==> src/sv/scma_pkg.sv <==
`timescale 1ns / 1ps

package scma_pkg;

   // List sizing
   localparam int MAX_ELEMS = 32;
   localparam int MAX_DIM   = 1024;
   localparam int ADDR_W    = $clog2(MAX_ELEMS);
   localparam int CNT_W     = $clog2(MAX_ELEMS + 1);
   localparam int IDX_W     = $clog2(MAX_DIM);
   localparam int DIM_W     = $clog2(MAX_DIM + 1);
   localparam int VAL_W     = 32;

   // Configuration port
   localparam int CSR_IDX_W = 2;
   localparam logic [CSR_IDX_W-1:0] CSR_ROWS_A = 2'd0;
   localparam logic [CSR_IDX_W-1:0] CSR_COLS_A = 2'd1;
   localparam logic [CSR_IDX_W-1:0] CSR_ROWS_B = 2'd2;
   localparam logic [CSR_IDX_W-1:0] CSR_COLS_B = 2'd3;

   // Request operations
   localparam logic [1:0] OP_LOAD_A = 2'd0;
   localparam logic [1:0] OP_LOAD_B = 2'd1;
   localparam logic [1:0] OP_MERGE  = 2'd2;

   // Response status codes
   localparam logic [1:0] STATUS_ELEM     = 2'd0;
   localparam logic [1:0] STATUS_MISMATCH = 2'd1;
   localparam logic [1:0] STATUS_EMPTY    = 2'd2;
   localparam logic [1:0] STATUS_FULL     = 2'd3;

   typedef struct packed {
      logic [1:0]              op;
      logic [IDX_W-1:0]        elem_row;
      logic [IDX_W-1:0]        elem_col;
      logic signed [VAL_W-1:0] elem_value;
   } req_type;

   typedef struct packed {
      logic [IDX_W-1:0]        out_row;
      logic [IDX_W-1:0]        out_col;
      logic signed [VAL_W-1:0] out_value;
      logic [1:0]              status;
      logic                    last;
   } rsp_type;

   // One stored coordinate triple
   typedef struct packed {
      logic [IDX_W-1:0] row;
      logic [IDX_W-1:0] col;
      logic [VAL_W-1:0] value;
   } elem_type;

   localparam int ELEM_W = $bits(elem_type);

   // Which list heads the merge step consumes
   typedef struct packed {
      logic take_a;
      logic take_b;
   } pick_type;

endpackage

==> src/sv/sparse_coo_matrix_add.sv <==
`timescale 1ns / 1ps

// Channel   Direction  Handshake            Payload
// req       in         req_valid/req_stall  req_type: op, elem_row, elem_col, elem_value
// rsp       out        rsp_valid/rsp_stall  rsp_type: out_row, out_col, out_value, status, last
// csr       in         csr_wr_en            csr_index, csr_wdata (rows/cols of A and B)
//
// A merge emits one merged element (up to 64) per cycle while the response is not stalled,
// a rate set by the single compare/add unit and the one read port of each list RAM.
// Reset is synchronous and clears the counts, the dimensions and the response valid flag.
// A stalled response holds the sequencer but not successful loads, which go on while a
// response waits.

module sparse_coo_matrix_add import scma_pkg::*; (
   input  logic                 clock,
   input  logic                 reset,
   input  logic                 req_valid,
   output logic                 req_stall,
   input  req_type              req_payload,
   output logic                 rsp_valid,
   input  logic                 rsp_stall,
   output rsp_type              rsp_payload,
   input  logic                 csr_wr_en,
   input  logic [CSR_IDX_W-1:0] csr_index,
   input  logic [DIM_W-1:0]     csr_wdata
);

   localparam logic [1:0] S_IDLE  = 2'd0;
   localparam logic [1:0] S_MERGE = 2'd1;
   localparam logic [1:0] S_STAT  = 2'd2;

   localparam logic [CNT_W-1:0] CNT_FULL = CNT_W'(MAX_ELEMS);
   localparam logic [CNT_W-1:0] CNT_ONE  = CNT_W'(1);

   logic [1:0]       state_ff, state_in;
   logic [CNT_W-1:0] count_a_ff, count_a_in;
   logic [CNT_W-1:0] count_b_ff, count_b_in;
   logic [CNT_W-1:0] i_ff, i_in;
   logic [CNT_W-1:0] j_ff, j_in;
   logic [1:0]       stat_ff, stat_in;
   logic [DIM_W-1:0] rows_a_ff, cols_a_ff, rows_b_ff, cols_b_ff;
   logic             rsp_valid_ff, rsp_valid_in;
   rsp_type          rsp_payload_ff, rsp_payload_in;

   logic             slot_free;
   logic             we_a, we_b;
   elem_type         wr_elem;
   elem_type         head_a, head_b;
   logic             a_ok, b_ok;
   pick_type         pick;
   elem_type         merged;
   logic [CNT_W-1:0] i_step, j_step;
   logic             merge_done;
   logic             dim_mismatch;

   // Response register is free when empty or being taken this cycle
   assign slot_free = !rsp_valid_ff || !rsp_stall;
   assign req_stall = (state_ff != S_IDLE);

   assign wr_elem.row   = req_payload.elem_row;
   assign wr_elem.col   = req_payload.elem_col;
   assign wr_elem.value = req_payload.elem_value;

   assign dim_mismatch = (rows_a_ff != rows_b_ff) || (cols_a_ff != cols_b_ff);

   // Read addresses follow the next head indices so the heads are ready each cycle
   scma_ram #(.WIDTH(ELEM_W), .DEPTH(MAX_ELEMS)) u_list_a (
      .clock   (clock),
      .wr_en   (we_a),
      .wr_addr (count_a_ff[ADDR_W-1:0]),
      .wr_data (wr_elem),
      .rd_addr (i_in[ADDR_W-1:0]),
      .rd_data (head_a)
   );

   scma_ram #(.WIDTH(ELEM_W), .DEPTH(MAX_ELEMS)) u_list_b (
      .clock   (clock),
      .wr_en   (we_b),
      .wr_addr (count_b_ff[ADDR_W-1:0]),
      .wr_data (wr_elem),
      .rd_addr (j_in[ADDR_W-1:0]),
      .rd_data (head_b)
   );

   assign a_ok = (i_ff < count_a_ff);
   assign b_ok = (j_ff < count_b_ff);

   scma_cmp u_cmp (
      .head_a (head_a),
      .head_b (head_b),
      .a_ok   (a_ok),
      .b_ok   (b_ok),
      .pick   (pick),
      .merged (merged)
   );

   assign i_step     = i_ff + {{(CNT_W-1){1'b0}}, pick.take_a};
   assign j_step     = j_ff + {{(CNT_W-1){1'b0}}, pick.take_b};
   assign merge_done = (i_step >= count_a_ff) && (j_step >= count_b_ff);

   // Sequencer
   always_comb begin
      state_in   = state_ff;
      count_a_in = count_a_ff;
      count_b_in = count_b_ff;
      i_in       = i_ff;
      j_in       = j_ff;
      stat_in    = stat_ff;
      we_a       = 1'b0;
      we_b       = 1'b0;
      unique case (state_ff)
         S_IDLE: begin
            if (req_valid) begin
               unique case (req_payload.op)
                  OP_LOAD_A: begin
                     if (count_a_ff < CNT_FULL) begin
                        we_a       = 1'b1;
                        count_a_in = count_a_ff + CNT_ONE;
                     end else begin
                        stat_in  = STATUS_FULL;
                        state_in = S_STAT;
                     end
                  end
                  OP_LOAD_B: begin
                     if (count_b_ff < CNT_FULL) begin
                        we_b       = 1'b1;
                        count_b_in = count_b_ff + CNT_ONE;
                     end else begin
                        stat_in  = STATUS_FULL;
                        state_in = S_STAT;
                     end
                  end
                  OP_MERGE: begin
                     i_in = '0;
                     j_in = '0;
                     priority if (dim_mismatch) begin
                        stat_in    = STATUS_MISMATCH;
                        state_in   = S_STAT;
                        count_a_in = '0;
                        count_b_in = '0;
                     end else if ((count_a_ff == '0) && (count_b_ff == '0)) begin
                        stat_in  = STATUS_EMPTY;
                        state_in = S_STAT;
                     end else begin
                        state_in = S_MERGE;
                     end
                  end
                  default: begin
                     // unused op: drop silently
                  end
               endcase
            end
         end
         S_MERGE: begin
            if (slot_free) begin
               i_in = i_step;
               j_in = j_step;
               if (merge_done) begin
                  state_in   = S_IDLE;
                  count_a_in = '0;
                  count_b_in = '0;
               end
            end
         end
         S_STAT: begin
            if (slot_free) begin
               state_in = S_IDLE;
            end
         end
         default: begin
            state_in = S_IDLE;
         end
      endcase
   end

   // Response register: hold while stalled, otherwise refill from the sequencer
   always_comb begin
      rsp_valid_in   = rsp_valid_ff;
      rsp_payload_in = rsp_payload_ff;
      if (slot_free) begin
         rsp_valid_in = 1'b0;
         priority if (state_ff == S_MERGE) begin
            rsp_valid_in             = 1'b1;
            rsp_payload_in.out_row   = merged.row;
            rsp_payload_in.out_col   = merged.col;
            rsp_payload_in.out_value = merged.value;
            rsp_payload_in.status    = STATUS_ELEM;
            rsp_payload_in.last      = merge_done;
         end else if (state_ff == S_STAT) begin
            rsp_valid_in             = 1'b1;
            rsp_payload_in.out_row   = '0;
            rsp_payload_in.out_col   = '0;
            rsp_payload_in.out_value = '0;
            rsp_payload_in.status    = stat_ff;
            rsp_payload_in.last      = 1'b1;
         end else begin
            rsp_payload_in = rsp_payload_ff;
         end
      end
   end

   always_ff @(posedge clock) begin
      if (reset) begin
         state_ff     <= S_IDLE;
         count_a_ff   <= '0;
         count_b_ff   <= '0;
         i_ff         <= '0;
         j_ff         <= '0;
         rsp_valid_ff <= 1'b0;
      end else begin
         state_ff     <= state_in;
         count_a_ff   <= count_a_in;
         count_b_ff   <= count_b_in;
         i_ff         <= i_in;
         j_ff         <= j_in;
         rsp_valid_ff <= rsp_valid_in;
      end
   end

   always_ff @(posedge clock) begin
      stat_ff        <= stat_in;
      rsp_payload_ff <= rsp_payload_in;
   end

   // Dimension registers
   always_ff @(posedge clock) begin
      if (reset) begin
         rows_a_ff <= '0;
         cols_a_ff <= '0;
         rows_b_ff <= '0;
         cols_b_ff <= '0;
      end else if (csr_wr_en) begin
         unique case (csr_index)
            CSR_ROWS_A: rows_a_ff <= csr_wdata;
            CSR_COLS_A: cols_a_ff <= csr_wdata;
            CSR_ROWS_B: rows_b_ff <= csr_wdata;
            CSR_COLS_B: cols_b_ff <= csr_wdata;
            default: begin
            end
         endcase
      end
   end

   assign rsp_valid   = rsp_valid_ff;
   assign rsp_payload = rsp_payload_ff;

   // A list never grows past its capacity
   assert property (@(posedge clock) disable iff (reset)
      (count_a_ff <= CNT_FULL) && (count_b_ff <= CNT_FULL))
      else $error("list count beyond capacity");

   // While merging, at least one list still has a head left
   assert property (@(posedge clock) disable iff (reset)
      (state_ff == S_MERGE) |-> (a_ok || b_ok))
      else $error("merge running with both lists exhausted");

   // Any status other than an element closes the request
   assert property (@(posedge clock) disable iff (reset)
      (rsp_valid_ff && (rsp_payload_ff.status != STATUS_ELEM)) |-> rsp_payload_ff.last)
      else $error("status response without last");

   // A stalled response freezes the merge walk
   assert property (@(posedge clock) disable iff (reset)
      ((state_ff == S_MERGE) && rsp_valid_ff && rsp_stall) |=>
         ($stable(i_ff) && $stable(j_ff)))
      else $error("merge advanced under stall");

endmodule

==> src/sv/scma_ram.sv <==
`timescale 1ns / 1ps

module scma_ram #(
   parameter int WIDTH = 8,
   parameter int DEPTH = 16
) (
   input  logic                     clock,
   input  logic                     wr_en,
   input  logic [$clog2(DEPTH)-1:0] wr_addr,
   input  logic [WIDTH-1:0]         wr_data,
   input  logic [$clog2(DEPTH)-1:0] rd_addr,
   output logic [WIDTH-1:0]         rd_data
);

   logic [WIDTH-1:0] mem_ff [DEPTH];
   logic [WIDTH-1:0] rd_data_ff;

   always_ff @(posedge clock) begin
      if (wr_en) begin
         mem_ff[wr_addr] <= wr_data;
      end
      rd_data_ff <= mem_ff[rd_addr];
   end

   assign rd_data = rd_data_ff;

endmodule

==> src/sv/scma_cmp.sv <==
`timescale 1ns / 1ps

module scma_cmp import scma_pkg::*; (
   input  elem_type head_a,
   input  elem_type head_b,
   input  logic     a_ok,
   input  logic     b_ok,
   output pick_type pick,
   output elem_type merged
);

   logic a_first;
   logic b_first;

   // Row-major order: row first, then column
   assign a_first = (head_a.row < head_b.row) ||
                    ((head_a.row == head_b.row) && (head_a.col < head_b.col));
   assign b_first = (head_a.row > head_b.row) || (head_a.col > head_b.col);

   always_comb begin
      pick = '0;
      priority if (!a_ok) begin
         pick.take_b = 1'b1;
      end else if (!b_ok) begin
         pick.take_a = 1'b1;
      end else if (a_first) begin
         pick.take_a = 1'b1;
      end else if (b_first) begin
         pick.take_b = 1'b1;
      end else begin
         pick.take_a = 1'b1;
         pick.take_b = 1'b1;
      end
   end

   always_comb begin
      priority if (pick.take_a && pick.take_b) begin
         merged       = head_a;
         merged.value = head_a.value + head_b.value;
      end else if (pick.take_a) begin
         merged = head_a;
      end else begin
         merged = head_b;
      end
   end

endmodule
==> config.mk <==
export PLATFORM = sky130hd
export DESIGN_NAME = sparse_coo_matrix_add
export DESIGN_NICKNAME = d
export VERILOG_FILES = /design/src/sv/scma_pkg.sv /design/src/sv/sparse_coo_matrix_add.sv /design/src/sv/scma_ram.sv /design/src/sv/scma_cmp.sv
export SDC_FILE = /design/constraint.sdc
export NUM_CORES = 2
export LEC_CHECK = 0
export BUFFER_PORTS_ARGS = -buffer_cell sky130_fd_sc_hd__buf_2
export CORE_MARGIN = 2
export CORE_UTILIZATION = 37
export DETAILED_ROUTE_END_ITERATION = 6
export PLACE_DENSITY = 0.47
export SLEW_MARGIN = 20
export SYNTH_ARGS = -nofsm -noshare
export SYNTH_HDL_FRONTEND = slang
export SYNTH_HIERARCHICAL = 1
export SYNTH_SLANG_ARGS = --single-unit
==> constraint.sdc <==
create_clock -name clock -period 8 [get_ports clock]
set_clock_uncertainty 0.05 [all_clocks]
set_input_delay 0.4 -clock clock [delete_from_list [all_inputs] [get_ports clock]]
set_output_delay 0.4 -clock clock [all_outputs]
set_load 0.02 [all_outputs]
Word level (Yosys, flattened, before mapping)
Memories as Yosys holds them, arrays and structs flattened. A register that Yosys moved wholly into a read port is not among the register bits.
Index checks and enable logic that the tools add are counted.
{ "op_classes": {"add_sub_neg": 5, "order_cmp": 10, "eq_ne": 26, "muxes": 59, "n_reduce_logical": 29} }
{ "ops": {"columns": ["operator", "n"], "rows": [
  ["55-bit two-way mux", 2],
  ["52-bit two-way mux", 2],
  ["6-bit two-way mux", 13],
  ["6-bit case mux with 2 select lines", 6],
  ["32-bit adder", 1],
  ["2-bit two-way mux", 12],
  ["11-bit inequality test", 2],
  ["1-bit two-way mux", 21],
  ["7-bit AND reduction", 3],
  ["10-bit > comparator", 2],
  ["10-bit < comparator", 2],
  ["3-bit inequality test, second input constant", 6],
  ["2-bit case mux with 3 select lines", 3],
  ["6-bit by 1-bit adder with 6-bit output", 2],
  ["6-bit by 1-bit adder with 6-bit output, second input constant", 2],
  ["6-bit >= comparator", 2],
  ["6-bit zero test", 2],
  ["6-bit < comparator", 2],
  ["6-bit < comparator, second input constant", 2],
  ["2-bit inequality test, second input constant", 6],
  ["10-bit equality test", 1],
  ["2-bit AND reduction", 5],
  ["2-bit equality test, second input constant", 4],
  ["2-bit by 1-bit equality test with 1-bit output, second input constant", 3],
  ["11 further kinds", 23]
]} }
{ "totals": {"ff_bits": 128, "mem_bits_rw": 3328, "input_bits": 72, "out_inout_bits": 57, "elab_cells": 149, "memories": 2} }
{ "mem_list": {"columns": ["name", "words", "word_bits", "rd", "rd_clocked_by_memory_dff", "wr", "line_no", "text"], "rows": [
  ["u_list_a.mem_ff", 32, 52, 1, 1, 1, "scma_ram.sv:15", "logic [WIDTH-1:0] mem_ff [DEPTH];"],
  ["u_list_b.mem_ff", 32, 52, 1, 1, 1, "scma_ram.sv:15", null]
]} }

Logic depth before layout (Yosys ltp)
{ "depth": {"ltp_word": 12, "ltp_mapped": 25, "depth_no_buf": 23} }

Cells and area by module
Netlist, hierarchy kept.
{ "by_module_without_submodules": {"columns": ["mod", "n_inst", "cells_per_inst", "area_each_um2", "seq_area_each_um2"], "rows": [
  ["scma_ram", 2, 3641, 65723.0, 51008.9],
  ["sparse_coo_matrix_add", 1, 597, 6044.5, 3133.0],
  ["scma_cmp", 1, 466, 3014.1, 0.0]
]} }

Worst setup path after synthesis
No wires, ideal clock.
{ "synth_path": {"kind": "register to register", "startpoint": "register count_a_ff[1]", "endpoint": "register count_a_ff[4]", "arrival_ns": 4.491, "required_time_ns": 7.862, "slack_ns": 3.371, "stages_incl_launch_ff": 26, "synth_period_minus_slack_ns": 4.629, "path_cell_list": "dfxtp_1 > inv_1 > ha_1 > a21o_1 > a21oi_1 > nor2b_1 > o21ai_0 > o2bb2ai_1 > nand3_1 > nor3_1 > nand2_1 > and2_1 > clkbuf_1 > inv_2 > buf_2 > ha_1 > nand3_1 > xor2_1 > inv_1 > ha_1 > a2111oi_0 > o21ai_1 > nand4_1 > a22o_1 > a21oi_2 > a311oi_2"} }
{ "synth_lines": {"columns": ["element", "line_no", "text"], "rows": [
  ["start, declared", "sparse_coo_matrix_add.sv:36", "logic [CNT_W-1:0] count_a_ff, count_a_in;"],
  ["start signal, assigned", "sparse_coo_matrix_add.sv:212", "count_a_ff <= count_a_in;"]
]} }

==> impl_metrics.env <==
export IMPL_status="finished clean"
export IMPL_power_density_nw_per_um2=243.9
export IMPL_period_needed_ns=7.165
export IMPL_drc=0
export IMPL_drive_gt1_share_pct=12.10
export IMPL_worst_slack_ns=0.8351
export IMPL_dr_pass1_iters=6
export IMPL_worstSetupEndpointType="register"
export IMPL_fin_tns_setup_ns=0
export IMPL_synth_area_top_cells="edfxtp_1, mux2i_1, dfxtp_1, a22oi_1, a21oi_1"
export IMPL_core_um2=378300
export IMPL_cp_slowest_stage_delay_ns=0.79
export IMPL_drt_iter0_drc=7762
export IMPL_clkLatencyLatePin_ns=0.98
export IMPL_clockBufferDepth=4
export IMPL_cts_tree="yes"
export IMPL_synthArstFlopShare_pct=0
export IMPL_cp_common_cell="buf_4"
export IMPL_clock_root_buffer="clkbuf_16"
export IMPL_ios=129
export IMPL_pwr_share_seq_pct=52.1
export IMPL_vdd_ir_drop_max_mv=0.1740
export IMPL_synth_top_area_cell="edfxtp_1"
export IMPL_finalHoldViolCount=0
export IMPL_vias_per_cell=5.556
export IMPL_switching_share_pct=20.86
export IMPL_gr_usage_met1_pct=32.05
export IMPL_grt_use_total_pct=22.70
export IMPL_r2r_setup_slack_ns=0.84
export IMPL_final_seq_area_um2=105200
export IMPL_place_gp_congestion=0.8229
export IMPL_critPathMaxFanout=38
export IMPL_holdCritStartpoint="req_payload[1]"
export IMPL_fillerInstances=33600
export IMPL_use_met2_pct=37.06
export IMPL_grt_antenna_before_repair=44
export IMPL_ys_flop_type="edfxtp_1"
export IMPL_grt_pass1_wl_um=612900
export IMPL_routedWlPerCell_um=31.65
export IMPL_globalRoute_busiestLayer="met2"
export IMPL_area_growth_syn_to_layout_pct=14.99
export IMPL_syn_avg_cell_area_um2=16.84
export IMPL_syn_area_um2=140500
export IMPL_startpoint_type="register"
export IMPL_synth_top_area_share_pct=72.34
export IMPL_vias=78294
export IMPL_multi_input_area_um2=32950
export IMPL_reg2reg_depth=24
export IMPL_worst_slew_pin_transition_ns=1.164
export IMPL_critPathRequiredTime_ns=8.80
export IMPL_crit_chain="inv_1 > ha_1 > a21o_1 > a21oi_1 > nor2b_1 > o21ai_0 > o2bb2ai_1 > nand3_1 > nor3_1 > nand2_1 > buf_4 > and2_1 > inv_2 > buf_4 > ha_1 > nand2_1 > o31ai_1 > nor2b_4 > buf_4 > buf_4 > a22o_1 > nor3_1 > a31oi_1 > nand3_1"
export IMPL_slew_viol_final=0
export IMPL_grt_overflow_total=0
export IMPL_rows=226
export IMPL_die_area_um2=384700
export IMPL_cts_buffers_inserted=392
export IMPL_synth_edf_count=3385
export IMPL_ys_seq_elements=3560
export IMPL_path_clk_slew_ns=0.06
export IMPL_min_path_type="in2reg"
export IMPL_crit_start="count_a_ff[1]$_SDFFE_PP0P_"
export IMPL_hold_path_depth=2
export IMPL_slowest_stage="o31ai_1"
export IMPL_grt_pass1_vias=76435
export IMPL_setup_viol=0
export IMPL_rr_startpoint="count_a_ff[1]$_SDFFE_PP0P_"
export IMPL_slew_headroom_pct=22.39
export IMPL_clock_sinks=3560
export IMPL_combPwrFrac_pct=2.1
export IMPL_dp_hpwl_um=236200
export IMPL_start_util_pct=37.14
export IMPL_grt_max_degree=102
export IMPL_path_depth=24
export IMPL_cts_setup_buffers=0
export IMPL_max_freq_mhz=139.6
export IMPL_yosys_warnings=6
export IMPL_synth_nets=8502
export IMPL_period_share_pct=89.56
export IMPL_portBuffers=128
export IMPL_finish_net_count=8891
export IMPL_p_leak_nw=49.33
export IMPL_path_class="reg2reg"
export IMPL_p_int_w=0.03118
export IMPL_die_w_um=620.2
export IMPL_worst_path_buf_inv=6
export IMPL_yosysSeqAreaShare_pct=74.84
export IMPL_drtAntennaViolNets=0
export IMPL_rsz0062_at_grt="no"
export IMPL_synth_cell_types=80
export IMPL_netlist_instances=8345
export IMPL_pwr_share_clk_pct=45.8
export IMPL_crit_arrival_ns=7.96
export IMPL_die_height_um=620.2
export IMPL_wirelength_um=446000
export IMPL_place_ws_ns=0.8468
export IMPL_maxCapViolations=0
export IMPL_met3_usage_pct=3.284
export IMPL_cts_max_level=5
export IMPL_power_switching_w=0.008217
export IMPL_crit_family="compound AO/OA/AOI/OAI gates"
==> flip-flops by register name, summed over array words and instances (netlist names), 6 cells and up <==
name              cells
rsp_payload          55
cols_a_ff            11
rows_a_ff            11
cols_b_ff            11
u_list_b/mem_ff    1664
rows_b_ff            11
j_ff                  6
count_b_ff            6
count_a_ff            6
i_ff                  6
u_list_a/mem_ff    1664
u_list_b/rd_data     52
u_list_a/rd_data     52
==> power by group through the flow <==
stage                     Combinational (W)  Clock (W)  Sequential, W
after global routing               0.000887     0.0191         0.0205
after detailed placement           0.000791          0         0.0209
after floorplan                    0.000279          0         0.0209
after CTS                          0.000808     0.0184         0.0205
final                              0.000815     0.0181         0.0205
after global placement             0.000772          0         0.0209
==> cell usage after synthesis (all sizes together), types with 118 or more instances <==
cell type	instances
edfxtp	3385
mux2i	1688
nand2	457
a21oi	406
nand3	346
a22oi	315
buf	287
a22o	210
dfxtp	175
clkbuf	173
nor2	146
nor3	118
==> worst register-to-register path: cells and delay by family (launching register included) <==
family          cells  cell delay [ns]
compound gates      7             2.23
buf+inv             6             1.99
flops               1             0.45
simple gates        9             1.68
fa+ha+maj           2             0.65
==> per-stage QoR <==
step	hold WS [ns]	cells	cell area (um2)	total power, W	utilization (%)
finish	0.03157	14091	161600	0.03940	42.70
CTS	0.0004757	14057	161200	0.03976	42.60
global placement	0.4042	13290	147800	0.02170	39.07
global route	0.03576	14088	161600	0.04054	42.70
floorplan	0.3978	8345	140500	0.02120	-
detailed placement	0.4126	13292	147900	0.02172	39.09
==> routing by layer <==
| metal | up-vias | share of wire, % | routed length (um) |
|---|---|---|---|
| met1 | 41539 | 44 | 198200 |
| met3 | 585 | 6.0 | 26640 |
| met5 | - | 0.018 | 79 |
| li1 | 33599 | - | - |
| met4 | 12 | 2.3 | 10250 |
| met2 | 2559 | 47 | 210900 |
==> logic make-up (layout without fill, tap and decap cells) <==
logic type / Yosys count / in the layout / synth area share [%]
compound gates: 1205 / 1205 / 5.809
xor+xnor: 57 / 57 / 0.3553
fa+ha+maj: 85 / 85 / 0.7623
buf+inv: 514 / 1238 / 2.151
flops: 3560 / 3560 / 74.84
mux: 1689 / 1689 / 12.03
other cells: 0 / 6 / 0
simple gates: 1235 / 1235 / 4.052
==> what timing repair did <==
action / in CTS / in global routing
hold buffers: 36 / 28
hold endpoints to repair: 278 / 1629
resized for setup: 0 / 0
==> cell usage in the layout (no fill, tap or decap), drive strengths merged, types with 8 or more instances in the layout <==
master,count
nor2b,24
xor2,38
edfxtp,3385
inv,66
nand3,346
nand4,14
a31oi,115
a22oi,315
and2,60
o31ai,9
ha,84
buf,392
bufinv,30
a21oi,406
nor3,118
o211ai,13
a22o,210
nand2b,14
nand2,457
dfxtp,175
mux2i,1688
nand3b,12
a21o,19
and3,12
clkinv,149
dlygate4sd3,64
xnor2,19
nor4,10
nor2,146
clkbuf,532
o21a,8
a211oi,8
o21ai,63
==> cell type report <==
cell class / count / share of cell area [%]
Sequential cell: 3560 / 65.08
Multi-Input combinational cell: 4271 / 20.40
Clock buffer: 532 / 6.703
Tap cell: 5016 / 3.885
Timing Repair Buffer: 456 / 2.488
Clock inverter: 197 / 1.311
Inverter: 53 / 0.1231
Antenna cell: 6 / 0.009293
==> final timing paths <==
check,end
min,u_list_a/mem_ff[24][1]$_DFFE_PP_
min reg2reg,cols_b_ff[2]$_SDFFE_PP0P_
max,u_list_a/rd_data[12]$_DFF_P_
max reg2reg,u_list_a/rd_data[12]$_DFF_P_
No activity file was read; power rests on OpenSTA's default activity.
